**config.mk**
```make
export PLATFORM = sky130hd
export DESIGN_NAME = gpio_port_register_block
export DESIGN_NICKNAME = d
export VERILOG_FILES = /design/src/hw/rtl/gpio_prb_pkg.sv /design/src/hw/rtl/gpio_port_register_block.sv /design/src/hw/rtl/gpio_prb_lock.sv /design/src/hw/rtl/gpio_prb_regs.sv
export VERILOG_INCLUDE_DIRS = /design/src /design/src/hw/rtl
export SDC_FILE = /design/constraint.sdc
export NUM_CORES = 1
export LEC_CHECK = 0
export BUFFER_PORTS_ARGS = -buffer_cell sky130_fd_sc_hd__buf_2
export CORE_MARGIN = 4
export CORE_UTILIZATION = 57
export CTS_CLUSTER_SIZE = 40
export DETAILED_ROUTE_END_ITERATION = 10
export PLACE_DENSITY = 0.8
export SLEW_MARGIN = 30
export SYNTH_ARGS = -nofsm -noshare
export SYNTH_HDL_FRONTEND = slang
export SYNTH_HIERARCHICAL = 1
export SYNTH_SLANG_ARGS = --single-unit
```
**constraint.sdc**
```tcl
create_clock -name clk -period 4.4 [get_ports clk]
set_input_delay 0.88 -clock clk [delete_from_list [all_inputs] [get_ports clk]]
set_output_delay 0.88 -clock clk [all_outputs]
set_load 0.05 [all_outputs]
```
**src/hw/rtl/gpio_port_register_block_assert.svh**
```systemverilog
// ----------------------------------------------------------------------------
// GPIO port register block assertion macros
// Shorthand for the clocked, reset-qualified properties of the port block.
// ----------------------------------------------------------------------------
`ifndef GPIO_PORT_REGISTER_BLOCK_ASSERT_SVH
`define GPIO_PORT_REGISTER_BLOCK_ASSERT_SVH

// The consequent must hold in the same cycle as the antecedent.
`define GPIO_PRB_ASSERT_SAME(label, ante, cons, msg) \
  label: assert property (@(posedge clk) disable iff (rst) (ante) |-> (cons)) \
    else $error(msg);

// The consequent must hold in the cycle after the antecedent.
`define GPIO_PRB_ASSERT_NEXT(label, ante, cons, msg) \
  label: assert property (@(posedge clk) disable iff (rst) (ante) |=> (cons)) \
    else $error(msg);

`endif

```
**src/hw/rtl/gpio_prb_pkg.sv**
```systemverilog
// ----------------------------------------------------------------------------
// GPIO port register block package
// Register map codes, reset constants and the structs passed between modules.
// ----------------------------------------------------------------------------
package gpio_prb_pkg;

  localparam int unsigned PinCount = 16;

  localparam logic CMD_READ  = 1'b0;
  localparam logic CMD_WRITE = 1'b1;

  localparam logic [2:0] REG_CFG_LOW  = 3'd0;
  localparam logic [2:0] REG_CFG_HIGH = 3'd1;
  localparam logic [2:0] REG_INPUT    = 3'd2;
  localparam logic [2:0] REG_OUTPUT   = 3'd3;
  localparam logic [2:0] REG_SET_RST  = 3'd4;
  localparam logic [2:0] REG_RESET    = 3'd5;
  localparam logic [2:0] REG_LOCK     = 3'd6;

  localparam logic [31:0] CFG_RESET_WORD = 32'h4444_4444;
  localparam int unsigned LOCK_KEY_POS   = 16;

  typedef struct packed {
    logic        command;
    logic [2:0]  reg_index;
    logic [31:0] write_data;
    logic [15:0] pin_levels;
  } access_t;

  typedef struct packed {
    logic [15:0] mask;
    logic        engaged;
    logic        engaged_next;
  } lock_status_t;

  typedef struct packed {
    logic [31:0] read_data;
    logic [15:0] pin_drive;
    logic [63:0] pad_config;
    logic        lock_active;
  } result_t;

  // Spread eight lock bits over eight 4-bit configuration nibbles.
  function automatic logic [31:0] nibble_mask(input logic [7:0] bits8);
    logic [31:0] m;
    m = '0;
    for (int i = 0; i < 8; i++) begin
      m[4*i +: 4] = {4{bits8[i]}};
    end
    return m;
  endfunction

endpackage

```
**src/hw/rtl/gpio_port_register_block.sv**
```systemverilog
// An accepted request waits in the request register; its result is registered
// in the result register when the output can take it.
// Throughput: one request per cycle unless the output stalls; the request and
// result registers hold one entry each; both sides may stall without a bubble.
// Reset: synchronous; configuration words return to all pins floating inputs,
// output data, lock bits, key sequence and the engaged lock clear.
// ----------------------------------------------------------------------------
// GPIO port register block
// Stream front end of a 16-pin port: request register, register file access
// and result register.
// ----------------------------------------------------------------------------
module gpio_port_register_block (
  input  logic         clk,
  input  logic         rst,
  input  logic         s_axis_tvalid,
  output logic         s_axis_tready,
  // [31:0] write_data, [47:32] pin_levels
  input  logic [47:0]  s_axis_tdata,
  // [0] command, [3:1] reg_index
  input  logic [3:0]   s_axis_tuser,
  output logic         m_axis_tvalid,
  input  logic         m_axis_tready,
  // [31:0] read_data, [47:32] pin_drive, [111:48] pad_config,
  // [112] lock_active, [119:113] zero
  output logic [119:0] m_axis_tdata
);
  import gpio_prb_pkg::*;

  logic         req_valid;
  access_t      req;
  logic         fire;
  lock_status_t lock;
  result_t      res_next;
  result_t      res;

  assign fire          = req_valid && (!m_axis_tvalid || m_axis_tready);
  assign s_axis_tready = !req_valid || fire;

  always_ff @(posedge clk) begin
    if (rst) begin
      req_valid <= 1'b0;
    end else if (s_axis_tready) begin
      req_valid <= s_axis_tvalid;
    end
  end

  always_ff @(posedge clk) begin
    if (s_axis_tvalid && s_axis_tready) begin
      req.command    <= s_axis_tuser[0];
      req.reg_index  <= s_axis_tuser[3:1];
      req.write_data <= s_axis_tdata[31:0];
      req.pin_levels <= s_axis_tdata[47:32];
    end
  end

  gpio_prb_lock u_lock (
    .clk    (clk),
    .rst    (rst),
    .fire   (fire),
    .acc    (req),
    .status (lock)
  );

  gpio_prb_regs u_regs (
    .clk    (clk),
    .rst    (rst),
    .fire   (fire),
    .acc    (req),
    .lock   (lock),
    .result (res_next)
  );

  always_ff @(posedge clk) begin
    if (rst) begin
      m_axis_tvalid <= 1'b0;
    end else if (fire) begin
      m_axis_tvalid <= 1'b1;
    end else if (m_axis_tready) begin
      m_axis_tvalid <= 1'b0;
    end
  end

  always_ff @(posedge clk) begin
    if (fire) begin
      res <= res_next;
    end
  end

  assign m_axis_tdata = {7'd0, res.lock_active, res.pad_config, res.pin_drive,
                         res.read_data};

`include "gpio_port_register_block_assert.svh"

  `GPIO_PRB_ASSERT_NEXT(a_lock_sticky, lock.engaged, lock.engaged, "lock disengaged before reset")
  `GPIO_PRB_ASSERT_NEXT(a_lock_mask_frozen, lock.engaged, $stable(lock.mask), "locked pin mask changed")
  `GPIO_PRB_ASSERT_NEXT(a_result_loaded, fire, m_axis_tvalid, "processed request produced no result")
  `GPIO_PRB_ASSERT_SAME(a_ready_when_empty, !req_valid, s_axis_tready, "empty request stage refused a request")

endmodule

```
**src/hw/rtl/gpio_prb_lock.sv**
```systemverilog
// ----------------------------------------------------------------------------
// GPIO port lock sequencer
// Tracks the write 1, write 0, write 1, read key sequence on the lock register
// and holds the lock bits and the engaged flag until reset.
// ----------------------------------------------------------------------------
module gpio_prb_lock (
  input  logic                       clk,
  input  logic                       rst,
  input  logic                       fire,
  input  gpio_prb_pkg::access_t      acc,
  output gpio_prb_pkg::lock_status_t status
);
  import gpio_prb_pkg::*;

  localparam logic [1:0] LOCK_IDLE  = 2'd0;
  localparam logic [1:0] LOCK_KEY1  = 2'd1;
  localparam logic [1:0] LOCK_KEY0  = 2'd2;
  localparam logic [1:0] LOCK_ARMED = 2'd3;

  logic [15:0] mask;
  logic [15:0] mask_next;
  logic [1:0]  step;
  logic [1:0]  step_next;
  logic        engaged;
  logic        engaged_next;

  logic        hit;
  logic        key;
  logic        same_bits;

  assign hit       = fire && (acc.reg_index == REG_LOCK) && !engaged;
  assign key       = acc.write_data[LOCK_KEY_POS];
  assign same_bits = (acc.write_data[15:0] == mask);

  always_comb begin
    mask_next    = mask;
    step_next    = step;
    engaged_next = engaged;
    if (hit && acc.command == CMD_WRITE) begin
      mask_next = acc.write_data[15:0];
      case (step)
        LOCK_IDLE: step_next = key ? LOCK_KEY1 : LOCK_IDLE;
        LOCK_KEY1: step_next = (!key && same_bits) ? LOCK_KEY0 : LOCK_IDLE;
        LOCK_KEY0: step_next = (key && same_bits) ? LOCK_ARMED : LOCK_IDLE;
        // A write where the closing read was due aborts the sequence.
        default:   step_next = LOCK_IDLE;
      endcase
    end else if (hit && step == LOCK_ARMED) begin
      engaged_next = 1'b1;
      step_next    = LOCK_IDLE;
    end
  end

  always_ff @(posedge clk) begin
    if (rst) begin
      mask    <= '0;
      step    <= LOCK_IDLE;
      engaged <= 1'b0;
    end else begin
      mask    <= mask_next;
      step    <= step_next;
      engaged <= engaged_next;
    end
  end

  assign status.mask         = mask;
  assign status.engaged      = engaged;
  assign status.engaged_next = engaged_next;

endmodule

```
**src/hw/rtl/gpio_prb_regs.sv**
```systemverilog
// ----------------------------------------------------------------------------
// GPIO port data and configuration registers
// Holds the pin configuration and output data registers, applies one access
// and forms the result of that access.
// ----------------------------------------------------------------------------
module gpio_prb_regs (
  input  logic                       clk,
  input  logic                       rst,
  input  logic                       fire,
  input  gpio_prb_pkg::access_t      acc,
  input  gpio_prb_pkg::lock_status_t lock,
  output gpio_prb_pkg::result_t      result
);
  import gpio_prb_pkg::*;

  logic [31:0] cfg_low;
  logic [31:0] cfg_low_next;
  logic [31:0] cfg_high;
  logic [31:0] cfg_high_next;
  logic [15:0] out_word;
  logic [15:0] out_word_next;

  logic [31:0] frozen_low;
  logic [31:0] frozen_high;
  logic [31:0] rdata;
  logic        is_write;

  assign is_write    = (acc.command == CMD_WRITE);
  assign frozen_low  = lock.engaged ? nibble_mask(lock.mask[7:0])  : '0;
  assign frozen_high = lock.engaged ? nibble_mask(lock.mask[15:8]) : '0;

  always_comb begin
    cfg_low_next  = cfg_low;
    cfg_high_next = cfg_high;
    out_word_next = out_word;
    if (is_write) begin
      case (acc.reg_index)
        REG_CFG_LOW:
          cfg_low_next = (cfg_low & frozen_low) | (acc.write_data & ~frozen_low);
        REG_CFG_HIGH:
          cfg_high_next = (cfg_high & frozen_high) | (acc.write_data & ~frozen_high);
        REG_OUTPUT:
          out_word_next = acc.write_data[15:0];
        // Set wins over reset for the same bit.
        REG_SET_RST:
          out_word_next = (out_word & ~acc.write_data[31:16]) | acc.write_data[15:0];
        REG_RESET:
          out_word_next = out_word & ~acc.write_data[15:0];
        default: ;
      endcase
    end
  end

  always_comb begin
    rdata = '0;
    if (!is_write) begin
      case (acc.reg_index)
        REG_CFG_LOW:  rdata = cfg_low;
        REG_CFG_HIGH: rdata = cfg_high;
        REG_INPUT:    rdata = {16'd0, acc.pin_levels};
        REG_OUTPUT:   rdata = {16'd0, out_word};
        // The engaged bit reads as it stood before this access.
        REG_LOCK:     rdata = {15'd0, lock.engaged, lock.mask};
        default:      rdata = '0;
      endcase
    end
  end

  always_ff @(posedge clk) begin
    if (rst) begin
      cfg_low  <= CFG_RESET_WORD;
      cfg_high <= CFG_RESET_WORD;
      out_word <= '0;
    end else if (fire) begin
      cfg_low  <= cfg_low_next;
      cfg_high <= cfg_high_next;
      out_word <= out_word_next;
    end
  end

  assign result.read_data   = rdata;
  assign result.pin_drive   = out_word_next;
  assign result.pad_config  = {cfg_high_next, cfg_low_next};
  assign result.lock_active = lock.engaged_next;

endmodule
```
* Word-level counts from Yosys, hierarchy flattened
Index checks and enable logic that the tools add are counted.
** Word-level totals
- Register bits after elaboration :: 266
- Input port bits :: 56
- Output and inout bits :: 122
- Logic and storage cells :: 76
** Cells by class
- Eq/ne operators :: 10
- Mux-type cells :: 19
- Bitwise gates (word level) :: 13
- Reductions and logical operators :: 18
** Operators with widths (count)
- 2-to-1 mux 32 bit :: 6
- case mux 32 bit (5 select lines) :: 1
- AND 32 bit :: 4
- NOT 32 bit :: 2
- bitwise OR 32 bit :: 2
- case mux 16 bit (3 select lines) :: 1
- AND 16 bit :: 2
- NOT 16 bit :: 2
- equality test 16 bit :: 1
- 2-to-1 mux 16 bit :: 1
- bitwise OR 16 bit :: 1
- equality test 3 bit, second input constant :: 3
- logical AND 1 bit :: 8
- 2-to-1 mux 2 bit :: 4
- equality test 3 x 2 -> 1 bit, second input constant :: 2
- case mux 2 bit (3 select lines) :: 1
- 2-to-1 mux 1 bit :: 5
- equality test 2 bit, second input constant :: 2
- zero test 1 bit :: 4
- nonzero test 2 bit :: 2
- equality test 3 x 1 -> 1 bit, second input constant :: 1
- zero test 3 bit :: 1
- equality test 2 x 1 -> 1 bit, second input constant :: 1
- zero test 2 bit :: 1
- logical OR 1 bit :: 2

* Longest topological paths before layout
Gate-level depths: netlist (run 1).
- Depth after elaboration :: 8
- Gate-level depth with buffers :: 8
- Depth with buffers taken out :: 6

* Cells and area by module
The synthesis (run 1) kept the hierarchy.
** Modules (own cells, without submodules)
- gpio_prb_regs :: times used 1, cells each 704, area each 5386.4 µm²
- gpio_port_register_block :: times used 1, cells each 183, area each 5114.9 µm²
- gpio_prb_lock :: times used 1, cells each 118, area each 959.7 µm²

* Worst setup path after synthesis (run 1)
OpenSTA, ideal clock, no wires.
- Path type :: in2reg
- Start point :: in m_axis_tready
- End point :: reg u_regs.cfg_high[18]
- Library setup time :: 0.120 ns
- Arrival time :: 3.659 ns
- Data required time :: 4.280 ns
- Setup slack :: 0.621 ns
- Stages on the path :: 6
- Cell sequence :: nand2b_1 and2_2 clkbuf_1 buf_1 nand3_1 a211o_1
** Between the ends
- Cells in the longest elaborated chain, start to end :: 2
** RTL lines
- from (decl) :: RTL line gpio_port_register_block.sv:22 : input logic m_axis_tready,
- logical OR 1 bit :: RTL line gpio_port_register_block.sv:36 : assign fire = req_valid && (!m_axis_tvalid || m_axis_tready);
- logical AND 1 bit :: RTL line gpio_port_register_block.sv:36
- named net fire :: RTL line gpio_port_register_block.sv:31 : logic fire;
- to (signal assigned) :: RTL line gpio_prb_regs.sv:76 : cfg_high <= cfg_high_next;
- to (decl) :: RTL line gpio_prb_regs.sv:18 : logic [31:0] cfg_high;
The timed path passes the listed nets, and every way through them passes these cells.
A chain may end at the register's enable or synchronous reset.

==> metrics.txt, run 1 <==
GP Congestion=0.8889; Worst Skew=about 14 ps; Rows=51; RR Endpoint=m_axis_tdata[44]$_DFFE_PP_; Max Cap Violations=0; hold path cells=1; Synth warnings=6; WL final=about 29000 µm; Startpoint Class=flip-flop; Final min period=between 3000 and 4000 ps; worst hold path startpoint=u_regs/cfg_low[18]$_SDFFE_PP1P_; area grow syn2layout=16.17%; drt drc=0; Slew Limit Fails=0; first-pass GRT wire length=roughly 43000 µm; All-Layer GR Usage=24.44%; post-synthesis adder-cell area fraction=0%; initial cell density of the core=58.50%; Post-Synth Simple-Gate Area=between 10% and 20%; ANT cells=0; die height=approximately 150 µm; most common cell after layout, fill and taps aside=buf_2; CTS hold repair buffers=0; Post-Synthesis Cells=1005; setup ws final=around 1400 ps; Max FO, Critical Path=19; main combinational cell family by area after synthesis=compound AO/OA/AOI/OAI gates; post-route setup TNS=0 ps; CP Class=reg -> reg; Post-synth EDFFs=165; Slew @ Worst Pin=881.3 ps; worst r2r src=req[48]$_DFFE_PP_; initial antenna violation count=0; unrepaired setup endpoints after global routing=no; fill count=1493; slowest CP cell=edfxtp_1; Worst VDD drop=about 300 µV; standby leakage power=about 0.0053 µW; Hold Vio Cnt, Final=0; Worst slew margin=41.16%; mux contribution to synthesized area=roughly a tenth; GR Overflow Total=0; Primary FF master, synth=edfxtp_1; most frequent cells in the layout=169 x buf_2, 165 x edfxtp_1, 117 x nand2_1, 101 x dfxtp_1, 84 x nor2_1; Fin Hold WS=around 500 ps; XOR/XNOR Fraction of Synth Area=under 10%; Vias=between 8000 and 9000; CP Cell Sequence=inv_1 > and2_1 > o21ai_2 > o22ai_1; drt first-iter violations=947; Total Power=5511 µW; worst min path class=reg -> reg; synthesized flop and latch total=266; root buf cell=clkbuf_16; I/O Buffers=between 150 and 200; Final setup viols=0; Die X-Extent=149.8 µm; cts repair resizes=0; pin count of the biggest net entering global routing=a little over 70; Register Area=6977 µm²; hold endpoint=u_regs/cfg_low[18]$_SDFFE_PP1P_; part of the Yosys area used for sequential elements=around 60%; Place WS=around 1400 ps; full die area=about 22000 µm²; I/O Pins=roughly 180; synthesized cell area=roughly 11000 µm²; Worst R2R Path Depth=4; buffer depth of the longest clock path=3; WL/cell=19.78 µm; post-synthesis async set-or-reset flop share=0%; clk sinks=between 200 and 300; fin nets=~1200; Worst Path Required=4650 ps; CP Capture Type=flip-flop; data arrival time of the worst path=approximately 3300 ps; Worst-Skew Late Latency=530 ps; core area=slightly below 20000 µm²; DP HPWL=around 19000 µm; status=finished, final reports clean; Post-CTS Setup Inserts=0; Unique masters post-synth=between 40 and 50; complex-gate fraction of the synthesized area=between 10% and 20%; CTS tree=yes; FMAX=331.6 MHz; Placement Cell Area=between 10000 and 15000 µm²; CTS buffer count=27; ANT nets after route=0; power per cell area=around 410 nW/µm²; Worst-path clk slew=around 60 ps; final instance area=around 13000 µm²; CTS H-tree depth=1; Multi-input gate area=slightly above 4000 µm²; syn_area_per_cell=11.40 µm²; vias in the first global route=between 8000 and 9000; flop2flop setup slack=between 1000 and 1500 ps; share of cells above drive strength 1=24.26%; Via-to-Cell Ratio=around 5.9; period utilization=a little under 70%; largest stage delay on the critical path=around 870 ps; TritonRoute pass-1 iters=5
cells in the mapped netlist (all sizes together) (17+ instances only):
cell type    n  area (µm²)
a21oi       76       384.1
a22o        17       148.9
buf         31       197.7
clkbuf      35       132.6
dfxtp      101        2022
edfxtp     165        4955
inv         36       135.1
mux2        48       540.5
mux2i       64       640.6
nand2      118       445.4
nand2b      18       112.6
nand3       17       95.09
nor2        84       315.3
o21ai       68       347.8
cell families after synthesis:
logic type / count (synthesis)
AND/OR/NAND/NOR: 270
AO/OA/AOI/OAI: 238
multiplexers: 112
other: 1
flip-flops: 266
XOR/XNOR: 16
buffers and inverters: 102
metal layers:
metal	vias to the layer above	track usage, %	part of all wire (%)
met5	-	0.9091	0
met1	4126	31.89	40
li1	3921	-	-
met3	75	3.301	6.2
met2	376	41.65	49
met4	0	9.378	4.1
worst max-delay path by stage:
stage,end,startpoint,depth (start not counted),slack (ps)
2_1_floorplan,u_regs/cfg_high[18]$_SDFFE_PP1P_,m_axis_tready,6,620
3_3_place_gp,u_regs/cfg_high[13]$_SDFFE_PP0P_,m_axis_tready,7,1590
6_report,m_axis_tdata[44]$_DFFE_PP_,req[48]$_DFFE_PP_,4,1380
4_1_cts,m_axis_tdata[44]$_DFFE_PP_,req[48]$_DFFE_PP_,4,1390
3_5_place_dp,m_axis_tdata[44]$_DFFE_PP_,req[48]$_DFFE_PP_,4,1410
5_1_grt,m_axis_tdata[46]$_DFFE_PP_,req[48]$_DFFE_PP_,4,1160
stage by stage:
| step | instances | utilization, % |
|---|---|---|
| after floorplan | 1011 | - |
| after global routing | 1444 | 67.96 |
| after global placement | 1395 | 63.59 |
| final | 1444 | 67.96 |
| after CTS | 1444 | 67.96 |
| after detailed placement | 1395 | 63.61 |
flip-flops by register name, summed over array words and instances, names as in the netlist:
signal and flops:
req_valid 1, u_lock/engaged 1, m_axis_tdata 113, m_axis_tvalid 1, u_lock/step 2, u_regs/out_word 16
u_regs/cfg_low 32, u_lock/mask 16, req 52, u_regs/cfg_high 32
power by group:
group | switching (µW) | internal [µW]
Clock | 926 | 1290
Combinational | 371 | 119
Sequential | 63.1 | 2740
Total | 1360 | 4150
final cells by class:
cell class                      count  area share (%)
Timing Repair Buffer              185           7.255
Inverter                           36           1.015
Sequential cell                   266           52.40
Tap cell                          265           2.490
Multi-Input combinational cell    643           30.43
Clock inverter                     12          0.8270
Clock buffer                       37           5.582
critical path, delay by kind of cell, from the launching register on:
| kind | cells | cell delay [ps] |
|---|---|---|
| DFF | 1 | 870 |
| and+or+nand+nor | 1 | 510 |
| AOI/OAI and AO/OA | 2 | 880 |
| buffers and inverters | 1 | 460 |
No activity file was read; power rests on OpenSTA's default activity.
==> run 2, diff against run 1 <==
- ABC_AREA: unset -> 1
- CORE_UTILIZATION: 57 -> 52
- PLACE_DENSITY: 0.8 -> 0.76
- clock period: 4.4 -> 2.7 ns (I/O delays scaled with it)
==> run 2 against run 1 <==
  * Critical path depth rose by 3
  * Global-route usage rose by 0.37 points
  * Critical path type unchanged
  * Register-to-register slack got worse by 710 ps
  * Largest cell class unchanged
  * Cell area rose by 10%
  * Synthesized cell count rose by 46%
  * Sequential power rose by 69%
  * Via count rose by 24%
  * Utilization fell by 5.4 points
  * Final cell count rose by 36%
  * Critical endpoint is now m_axis_tdata[13]$_DFFE_PP_
==> metrics.txt, run 2 <==
Synth warnings=6; Worst-Skew Late Latency=roughly 540 ps; Worst VDD drop=472.7 µV; most frequent cells in the layout=491 x nand2_1, 185 x inv_1, 169 x buf_2, 165 x edfxtp_1, 110 x nor2_1; WL/cell=17.01 µm; Multi-input gate area=roughly 4400 µm²; I/O Buffers=170; Slew @ Worst Pin=~800 ps; All-Layer GR Usage=roughly a quarter; Unique masters post-synth=35; Slew Limit Fails=0; CP Cell Sequence=nor2_4 > nand2_4 > inv_2 > nand2_1 > o21ai_0 > nor2_1 > a21oi_1; CTS buffer count=28; Worst R2R Path Depth=7; Via-to-Cell Ratio=5.337; area grow syn2layout=18.41%; CP Class=reg -> reg; Startpoint Class=flip-flop; GP Congestion=0.9519; Final setup viols=0; Synth area leaders=edfxtp_1 40%, dfxtp_1 16%, nand2_1 15%; first-pass GRT wire length=~52000 µm; Post-synth EDFFs=165; FMAX=492.7 MHz; fill count=just under 2000; Hold Vio Cnt, Final=0; Worst slew margin=approximately 46%; crit path from=req[49]$_DFFE_PP_; most frequent cells after synthesis=491 x nand2_1, 187 x inv_1, 165 x edfxtp_1; share of cells above drive strength 1=roughly a fifth; Worst-path clk slew=about 70 ps; Place WS=roughly 650 ps; buffer depth of the longest clock path=3; Worst Skew=20.57 ps; CP Capture Type=flip-flop; setup ws final=approximately 670 ps; post-synthesis async set-or-reset flop share=0%; Register Area=6978 µm²; pin count of the biggest net entering global routing=158; core area=about 23000 µm²; die height=~160 µm; full die area=around 26000 µm²; initial cell density of the core=~53%; worst min path class=in -> reg; ANT nets after route=0; status=finished, final reports clean; vias in the first global route=between 9000 and 10000; cts repair resizes=0; Non-Filler Instances=1969; standby leakage power=0.006654 µW; root buf cell=clkbuf_16; share of Yosys cell area claimed by the top area cell type=39.96%; placed cell count=1917; Rows=56; Max FO, Critical Path=22; data arrival time of the worst path=about 2400 ps; largest stage delay on the critical path=570 ps; flop2flop setup slack=between 600 and 700 ps; Max Cap Violations=0; Largest register FFs=between 100 and 150; Post-Synthesis Cells=between 1000 and 1500; Worst Path Required=slightly above 3000 ps; Vias=10509; drt first-iter violations=1291; Post-CTS Setup Inserts=0; synthesized cell area=approximately 12000 µm²; CTS H-tree depth=1; TritonRoute pass-1 iters=6; I/O Pins=178; CP delay by family, top=simple AND/OR/NAND/NOR gates; period utilization=between 70% and 80%; worst r2r src=req[49]$_DFFE_PP_; area leader, netlist=edfxtp_1; Primary FF master, synth=edfxtp_1; most common cell after layout, fill and taps aside=nand2_1; CTS hold repair buffers=0; RR Endpoint=m_axis_tdata[13]$_DFFE_PP_; ANT cells=0; count leader, synth=nand2_1; synthesized flop and latch total=approximately 270; syn_area_per_cell=between 8 and 9 µm²; CTS tree=yes; hold endpoint=req[20]$_DFFE_PP_; Placement Cell Area=between 10000 and 15000 µm²; DP HPWL=23380 µm; Final min period=around 2000 ps; WP buf/inv=1; initial antenna violation count=0; final instance area=~15000 µm²; drt drc=0; part of the Yosys area used for sequential elements=56.26%; GR Overflow Total=0; worst hold path startpoint=s_axis_tdata[4]; unrepaired setup endpoints after global routing=no; WL final=33500 µm; fin nets=1684; Die X-Extent=162.4 µm; power per cell area=~690 nW/µm²; clk sinks=~270; slowest CP cell=edfxtp_1; hold path cells=1
run 2: cell types whose count changed after synthesis, moves of 30 or more:
cell,previous run,this run
mux2_2,48,0
nand4_1,2,33
mux2i_1,64,0
nand2_1,117,491
o21ai_0,66,34
nand3_1,15,107
nor2_1,84,114
inv_1,36,187
run 2: final cells by class:
| type | count | share of cell area, % |
|---|---|---|
| flip-flops and latches | 266 | 47.52 |
| well taps | 319 | 2.718 |
| repair buffers | 198 | 7.669 |
| multi-input cells | 933 | 29.97 |
| clock inverters | 16 | 1.636 |
| inverters | 201 | 5.164 |
| clock buffers | 36 | 5.325 |
run 2: metal layers:
metal / share of wire (%) / global-route usage (%) / wire, µm / up-vias
li1: - / - / - / 5032
met1: 42 / 33.96 / 13930 / 4845
met2: 46 / 40.15 / 15260 / 565
met3: 9.3 / 4.126 / 3122 / 67
met4: 3.6 / 8.997 / 1194 / 0
met5: 0 / 0 / 0 / -
run 2: logic make-up after synthesis:
group | count (synthesis) | synth area share [%]
compound gates | 151 | 7.456
buf+inv | 273 | 9.212
flops | 266 | 56.26
other cells | 1 | 0.03024
simple gates | 775 | 27.04
run 2: worst max path at each step:
stage                                       endpoint  slack [ps]  depth (start not counted)
floorplan                m_axis_tdata[112]$_DFFE_PP_       -1050                          9
global placement    u_regs/cfg_high[24]$_SDFFE_PP0P_         660                          7
detailed placement  u_regs/cfg_high[21]$_SDFFE_PP0P_         650                          7
CTS                       m_axis_tdata[13]$_DFFE_PP_         680                          7
global route        u_regs/cfg_high[10]$_SDFFE_PP1P_         550                          7
finish                    m_axis_tdata[13]$_DFFE_PP_         670                          7
run 2: worst reg2reg max path: cells and delay by family (launching register included):
family,cells,cell delay (ps)
AND/OR/NAND/NOR,4,600
flip-flops,1,570
buffers and inverters,1,430
AO/OA/AOI/OAI,2,280
run 2: per-stage QoR:
| stage | power (µW) | hold WS, ps | setup TNS [ps] | util [%] |
|---|---|---|---|---|
| final | 10170 | 169.2 | 0 | 62.56 |
| after CTS | 10200 | 165.2 | 0 | 62.56 |
| after detailed placement | 6033 | 477.4 | 0 | 58.20 |
| after floorplan | 5701 | 459.7 | -117200 | - |
| after global routing | 10520 | 156.5 | 0 | 62.56 |
| after global placement | 6004 | 471.9 | 0 | 58.20 |
run 2: power by group:
part	total, µW	internal (µW)	switching [µW]	leakage, µW
logic	1230	319	914	0.00374
clock network	4200	2620	1590	0.000494
registers	4740	4570	161	0.00242
